$ cat config.mk
export PLATFORM = sky130hd
export DESIGN_NAME = tde_ctrl
export DESIGN_NICKNAME = d
export VERILOG_FILES = /design/src/sv/tde_pkg.sv /design/src/sv/tde_ctrl.sv
export SDC_FILE = /design/constraint.sdc
export NUM_CORES = 1
export LEC_CHECK = 0
export BUFFER_PORTS_ARGS = -buffer_cell sky130_fd_sc_hd__buf_2
export CAP_MARGIN = 20
export CORE_AREA = 3 3 40 42
export CTS_BUF_LIST = sky130_fd_sc_hd__clkbuf_16
export DETAILED_ROUTE_END_ITERATION = 12
export DIE_AREA = 0 0 43 45
export HOLD_SLACK_MARGIN = 0.05
export PLACE_DENSITY = 0.57
export SLEW_MARGIN = 0
export SYNTH_ARGS = -nofsm -noshare
export SYNTH_HDL_FRONTEND = slang
export SYNTH_SLANG_ARGS = --single-unit
$ cat constraint.sdc
create_clock -name i_clk -period 3.4 [get_ports i_clk]
set_clock_uncertainty 0.15 [all_clocks]
set_input_delay 0.68 -clock i_clk [delete_from_list [all_inputs] [get_ports i_clk]]
set_output_delay 0.68 -clock i_clk [all_outputs]
set_load 0.03 [all_outputs]
$ cat src/sv/tde_pkg.sv
package tde_pkg;

    localparam int NODE_SLOTS = 32;
    localparam int NODE_W     = $clog2(NODE_SLOTS);
    localparam int IDX_W      = NODE_W + 1;
    localparam int CNT_W      = 6;
    localparam int MAX_DISP   = 32;
    localparam logic [7:0] NO_PRIORITY = 8'd255;

    typedef enum logic [2:0] {
        MD_TASK   = 3'd0,
        MD_MAIN   = 3'd1,
        MD_GATE   = 3'd2,
        MD_EXT    = 3'd3,
        MD_EDGE   = 3'd4,
        MD_SUBMIT = 3'd5,
        MD_FINISH = 3'd6,
        MD_SIGNAL = 3'd7
    } t_mode;

    typedef enum logic [2:0] {
        RK_CREATED   = 3'd0,
        RK_EDGE      = 3'd1,
        RK_DISPATCH  = 3'd2,
        RK_SUBMITTED = 3'd3,
        RK_CYCLE     = 3'd4,
        RK_FULL      = 3'd5,
        RK_REFUSED   = 3'd6,
        RK_DONE      = 3'd7
    } t_res_kind;

    typedef enum logic [1:0] {
        NK_TASK = 2'd0,
        NK_GATE = 2'd1,
        NK_EXT  = 2'd2
    } t_node_kind;

    typedef enum logic [1:0] {
        TG_MAIN = 2'd0,
        TG_ANY  = 2'd1,
        TG_CPU  = 2'd2,
        TG_PRIO = 2'd3
    } t_target;

    typedef enum logic [1:0] {
        TK_PLAIN = 2'd0,
        TK_FIBER = 2'd1,
        TK_CORO  = 2'd2
    } t_task_kind;

    typedef enum logic [2:0] {
        ST_IDLE,
        ST_EXEC,
        ST_KAHN,
        ST_SCAN,
        ST_WALK,
        ST_CLOSE
    } t_state;

    typedef enum logic [2:0] {
        OP_IDLE,
        OP_EXEC,
        OP_KAHN,
        OP_SCAN,
        OP_WALK,
        OP_CLOSE
    } t_dp_op;

    typedef struct packed {
        logic [2:0] mode;
        logic [4:0] node_a;
        logic [4:0] node_b;
        logic [1:0] task_kind;
        logic [7:0] priority_req;
        logic [7:0] cpu_id;
        logic       gate_or;
    } t_in_word;

    typedef struct packed {
        logic [2:0] kind;
        logic [4:0] node_id;
        logic [1:0] target;
        logic [7:0] target_cpu;
        logic [7:0] task_priority;
        logic       last;
    } t_out_word;

    typedef struct packed {
        logic   load;
        t_dp_op op;
    } t_dp_cmd;

    typedef struct packed {
        logic rdy;       // output register can take a word
        logic go_idle;   // final word issued
        logic go_kahn;
        logic go_scan;
        logic go_close;
        logic walk_go;   // a walk was started
        logic walk_end;  // walk finished with empty stack
    } t_dp_sts;

    typedef struct packed {
        logic [NODE_W-1:0] node;
        logic [IDX_W-1:0]  idx;
    } t_frame;

    function automatic logic [NODE_W-1:0] f_first(input logic [NODE_SLOTS-1:0] v);
        logic [NODE_W-1:0] r;
        r = '0;
        for (int k = NODE_SLOTS - 1; k >= 0; k--) begin
            if (v[k]) begin
                r = NODE_W'(k);
            end
        end
        return r;
    endfunction

endpackage

$ cat src/sv/tde_ctrl.sv
module tde_ctrl
    import tde_pkg::*;
(
    input  logic    i_clk,
    input  logic    i_rst_n,
    input  logic    i_in_valid,
    input  t_dp_sts i_sts,
    output t_dp_cmd o_cmd,
    output logic    o_in_stall
);

    t_state r_state, n_state;
    logic   r_ret_scan, n_ret_scan;

    always_ff @(posedge i_clk) begin
        if (!i_rst_n) begin
            r_state    <= ST_IDLE;
            r_ret_scan <= 1'b0;
        end else begin
            r_state    <= n_state;
            r_ret_scan <= n_ret_scan;
        end
    end

    always_comb begin
        n_state    = r_state;
        n_ret_scan = r_ret_scan;
        case (r_state)
            ST_IDLE: begin
                if (i_in_valid) n_state = ST_EXEC;
            end
            ST_EXEC: begin
                n_ret_scan = 1'b0;
                if (i_sts.rdy) begin
                    if (i_sts.go_idle)      n_state = ST_IDLE;
                    else if (i_sts.go_kahn) n_state = ST_KAHN;
                    else if (i_sts.walk_go) n_state = ST_WALK;
                end
            end
            ST_KAHN: begin
                if (i_sts.rdy) begin
                    if (i_sts.go_idle)      n_state = ST_IDLE;
                    else if (i_sts.go_scan) n_state = ST_SCAN;
                end
            end
            ST_SCAN: begin
                n_ret_scan = 1'b1;
                if (i_sts.rdy) begin
                    if (i_sts.walk_go)       n_state = ST_WALK;
                    else if (i_sts.go_close) n_state = ST_CLOSE;
                end
            end
            ST_WALK: begin
                if (i_sts.rdy && i_sts.walk_end) begin
                    n_state = r_ret_scan ? ST_SCAN : ST_CLOSE;
                end
            end
            ST_CLOSE: begin
                if (i_sts.rdy) n_state = ST_IDLE;
            end
            default: n_state = ST_IDLE;
        endcase
    end

    always_comb begin
        o_cmd.load = 1'b0;
        o_cmd.op   = OP_IDLE;
        o_in_stall = 1'b1;
        case (r_state)
            ST_IDLE: begin
                o_in_stall = 1'b0;
                o_cmd.load = i_in_valid;
            end
            ST_EXEC:  o_cmd.op = OP_EXEC;
            ST_KAHN:  o_cmd.op = OP_KAHN;
            ST_SCAN:  o_cmd.op = OP_SCAN;
            ST_WALK:  o_cmd.op = OP_WALK;
            ST_CLOSE: o_cmd.op = OP_CLOSE;
            default:  o_cmd.op = OP_IDLE;
        endcase
    end

endmodule

Word-level counts from Yosys, hierarchy flattened --
Index checks and enable logic that the tools add are counted.
Word-level totals: register bits after elaboration 4, input port bits 10, output and inout port bits 5
Operators by class: equality and inequality tests 14, mux-type cells 19, reductions and logical operators 4
Operators with widths (number):
- $mux 3 | 14
- $pmux 3 s6 | 1
- $pmux 3 s5 | 1
- $ne 2x2->1 const B | 6
- $reduce_and 9->1 | 1
- $eq 3x2->1 const B | 2
- $eq 3x3->1 const B | 2
- $ne 3x3->1 const B | 2
- $ne 4x4->1 const B | 1
- $eq 3x1->1 const B | 1
- $logic_not 3->1 | 1
- $mux 1 | 2
- $pmux 1 s2 | 1
- $reduce_bool 2->1 | 1
- $logic_and 1x1->1 | 1

Logic depth before layout (Yosys ltp) --
depth after elaboration 5, depth in mapped cells 6, mapped depth without buffers 5

Least setup slack after synthesis --
OpenSTA, ideal clock, no wires.
path type register -> output, from register r_state[1], to output port o_cmd[0] (netlist bit), arrival time 1.331 ns, setup slack 1.239 ns, cell stages (with the launch flop) 7, buffers on the path 1, cell sequence dfxtp_1 > buf_6 > inv_1 > ha_1 > a21oi_1 > a21oi_1 > nor2_1
RTL lines:
- start: declaration | RTL line tde_ctrl.sv:12 | t_state r_state, n_state;
- start signal: assignment | RTL line tde_ctrl.sv:20 | r_state <= n_state;
- end: declaration | RTL line tde_ctrl.sv:8 | output t_dp_cmd o_cmd,

==> run summary <==
The max-slew violation count came out at 0. The count of port buffers added during placement is 14. STA classifies the critical path startpoint as a flip-flop. The number of rows created at floorplan is 13. The highest fanout seen on the critical path is 19.

In the final design database the tool counted roughly 80 nets. The worst register-to-register path has a depth of 4. Of the cells placed in the final design, the portion with a size suffix greater than 1 is 0.279. The count of antenna diodes in the layout is 0. The cell area after technology mapping came out at about 400 µm². The largest area contributor in the netlist is sky130_fd_sc_hd__dfxtp_1. The buffer count from post-CTS setup fixing came out at 0. The maximum number of buffers from clock root to sink is 2. The final hold violation count is 0. The die width is around 43 µm. The post-route antenna net violation count came out at 0. The total of cells resized after clock tree synthesis came out at 0. Entering global routing, the biggest net connects 20 pins.

The floorplan step defined a die boundary enclosing 1940 µm². For the worst setup path, the data arrival time is about 1800 ps. The type of the tightest min-delay check is reg -> reg. The commonest non-fill, non-tap cell in the layout is sky130_fd_sc_hd__buf_2.

The first global-routing pass estimated 1.67 mm of wire. The DRC violations left came out at 0. The final weighted congestion of routability-driven global placement came out at 0.765. The worst-margin pin slew is 512 ps.

The insertion delay of the later-clocked pin in the worst-skew pair came out at 220 ps. The clock slew at the register clock pins of the worst setup and hold paths came out at 30 ps. In this run the critical register-to-register path is launched from r_state[1]$_SDFFE_PN0P_.

Counting instances, the worst hold path has a depth of 2. The number of instances in the synthesized netlist came out at between 50 and 60. The relative slew slack came out at 0.658.

Setup repair after global routing left no endpoint under its margin. The post-synthesis area per instance is around 7.3 µm². Across all layers, the routed design uses between 400 and 500 vias. The number of clock sinks is 4.

The area added between synthesis and finish is 35.0%. The synthesized flop and latch total came out at 4. The die extent in y is about 45 µm. The post-route fraction of the period consumed by the critical path is 0.768. The aggregate routed wire length is approximately 960 µm.

By area the synthesized netlist is led by sky130_fd_sc_hd__dfxtp_1, sky130_fd_sc_hd__o21ai_0, sky130_fd_sc_hd__ha_1. The number of I/O pins came out at 15. In the layout the commonest cells are sky130_fd_sc_hd__buf_2, sky130_fd_sc_hd__o21ai_0, sky130_fd_sc_hd__nor2_1, sky130_fd_sc_hd__nand2_1. The number of nets in the synthesized netlist is 67. For this run, the top clock speed supported by timing is 0.383 GHz. The final setup violation count came out at 0. The final-layout setup total negative slack came out at 0 ps.

The critical register-to-register path endpoint is r_state[1]$_SDFFE_PN0P_. By startpoint and endpoint, the worst setup path is classified as reg -> out. The power density relative to cell area came out at about 570 nW/µm². For this run the aggregate overflow at the end of global routing stands at 0. Using the TritonRoute via totals, the vias-per-cell ratio works out to roughly 5.0. The endpoint with the worst hold slack is r_ret_scan$_SDFFE_PN0P_. The count of cell types in the netlist came out at 27. The type of destination of the critical path is an output port. The maximum vdd ir drop is between 0.3 and 0.4 mV.

The overall routing resource usage came out at 0.117. The number of clock buffers added by TritonCTS is 3. Measured on the finished design, the core utilization comes to 0.421.

TritonCTS built the clock tree. The DRC marker count from the first detailed-route iteration is 4. The HPWL reported at the end of detailed placement came out at a little over 700 µm. The area share of the leading cell type in the synthesized netlist came out at 0.200. The shortest clock period the worst path allows after layout came out at between 2000 and 3000 ps. The leakage power came out at 0.235 nW. The run finished with clean final reports. The initial standard-cell utilization of the core is 0.312. The number of global-route vias before repair is a little under 400. The register area share after synthesis came out at 0.200. The total power of the final layout came out at approximately 0.00031 W. The average wire per cell in the routed design came out at 11.6 µm. During synthesis, Yosys emitted a total of 0 warnings. The count of hold buffers inserted by post-cts repair is 0. The worst path required time came out at between 2000 and 3000 ps. The number of H-tree levels came out at 1. The first detailed-routing pass took 4 iterations.

In this run the clock root is driven by a sky130_fd_sc_hd__clkbuf_16. The initial antenna violation count came out at 0. The filler cell count in the final layout is between 100 and 150. The worst hold path begins at r_ret_scan$_SDFFE_PN0P_. The setup check on the worst reg-to-reg path leaves a slack of roughly 1700 ps. Max-cap violations in this run came to 0.

The region available for standard cell placement spans 1280 µm².
## worst max-delay path, cell delays in order (launching register included)
cell	delay (ps)
sky130_fd_sc_hd__dfxtp_1	630
sky130_fd_sc_hd__inv_1	160
sky130_fd_sc_hd__ha_1	320
sky130_fd_sc_hd__a21oi_1	110
sky130_fd_sc_hd__a21oi_1	50
sky130_fd_sc_hd__nor2_1	90
sky130_fd_sc_hd__buf_2	200
## registers in the layout, indices dropped and copies added, names as in the netlist
| name | cells |
|---|---|
| r_state | 3 |
| r_ret_scan | 1 |
## per-stage QoR
stage	hold WS [ps]	worst slack [ps]	instances	cell area (µm²)
5_1_grt	425	604	83	541
3_5_place_dp	349	1010	80	465
6_report	359	790	83	541
4_1_cts	357	772	83	541
2_1_floorplan	320	1240	55	400
3_3_place_gp	344	1080	80	465
## report_power, final
group          leakage, nW  internal (W)  switching [W]
combinational        0.166     0.0000276      0.0000410
sequential          0.0325     0.0000503     0.00000803
clock               0.0370      0.000150      0.0000304
## synthesized netlist by cell type
master and count:
sky130_fd_sc_hd__nand3b_1 1, sky130_fd_sc_hd__o32ai_2 1, sky130_fd_sc_hd__nand2_1 5, sky130_fd_sc_hd__dfxtp_1 4, sky130_fd_sc_hd__or4_1 1, sky130_fd_sc_hd__or3b_1 1
sky130_fd_sc_hd__nor2b_1 1, sky130_fd_sc_hd__a21boi_0 1, sky130_fd_sc_hd__clkbuf_1 2, sky130_fd_sc_hd__o21ai_0 6, sky130_fd_sc_hd__nor3_1 1, sky130_fd_sc_hd__nor2_1 5
sky130_fd_sc_hd__mux2i_1 2, sky130_fd_sc_hd__o31a_1 1, sky130_fd_sc_hd__buf_2 1, sky130_fd_sc_hd__ha_1 2, sky130_fd_sc_hd__nor3b_1 1, sky130_fd_sc_hd__buf_6 1
sky130_fd_sc_hd__nor4_1 1, sky130_fd_sc_hd__inv_1 4, sky130_fd_sc_hd__a21oi_1 4, sky130_fd_sc_hd__a32oi_1 1, sky130_fd_sc_hd__o311ai_1 1, sky130_fd_sc_hd__o21a_1 3
sky130_fd_sc_hd__nand2b_1 1, sky130_fd_sc_hd__and3_1 2, sky130_fd_sc_hd__a21oi_2 1
## metal layers
metal | vias up | GRT usage | share of wire
met5 | - | 0 | 0
met4 | 0 | 0.0723 | 0.015
met3 | 4 | 0.0438 | 0.084
met2 | 15 | 0.174 | 0.41
met1 | 173 | 0.144 | 0.49
li1 | 223 | - | -
## cell families after synthesis
kind of cell             count (synthesis)  synth area share
AND/OR/NAND/NOR                         20             0.263
AO/OA/AOI/OAI                           19             0.328
buffers and inverters                    8            0.0969
flip-flops                               4             0.200
multiplexers                             2            0.0500
adder cells (fa/ha/maj)                  2            0.0625
## how the worst max path moves through the flow
stage	slack, ps	depth (start not counted)	endpoint	start
3_3_place_gp	1080	6	o_cmd[0]	r_state[1]$_SDFFE_PN0P_
4_1_cts	770	6	o_cmd[0]	r_state[1]$_SDFFE_PN0P_
3_5_place_dp	1010	6	o_cmd[0]	r_state[1]$_SDFFE_PN0P_
5_1_grt	600	6	o_cmd[0]	r_state[1]$_SDFFE_PN0P_
6_report	790	6	o_cmd[0]	r_state[1]$_SDFFE_PN0P_
2_1_floorplan	1240	6	o_cmd[0]	r_state[1]$_SDFFE_PN0P_
## cell type report
type | count | area (µm²) | area share
inverter | 4 | 15.0 | 0.0278
timing repair buffer | 14 | 70.1 | 0.130
clock buffer | 3 | 75.1 | 0.139
multi-input combinational | 43 | 282 | 0.521
tap | 15 | 18.8 | 0.0347
sequential | 4 | 80.1 | 0.148
No activity file was read; power rests on OpenSTA's default activity.
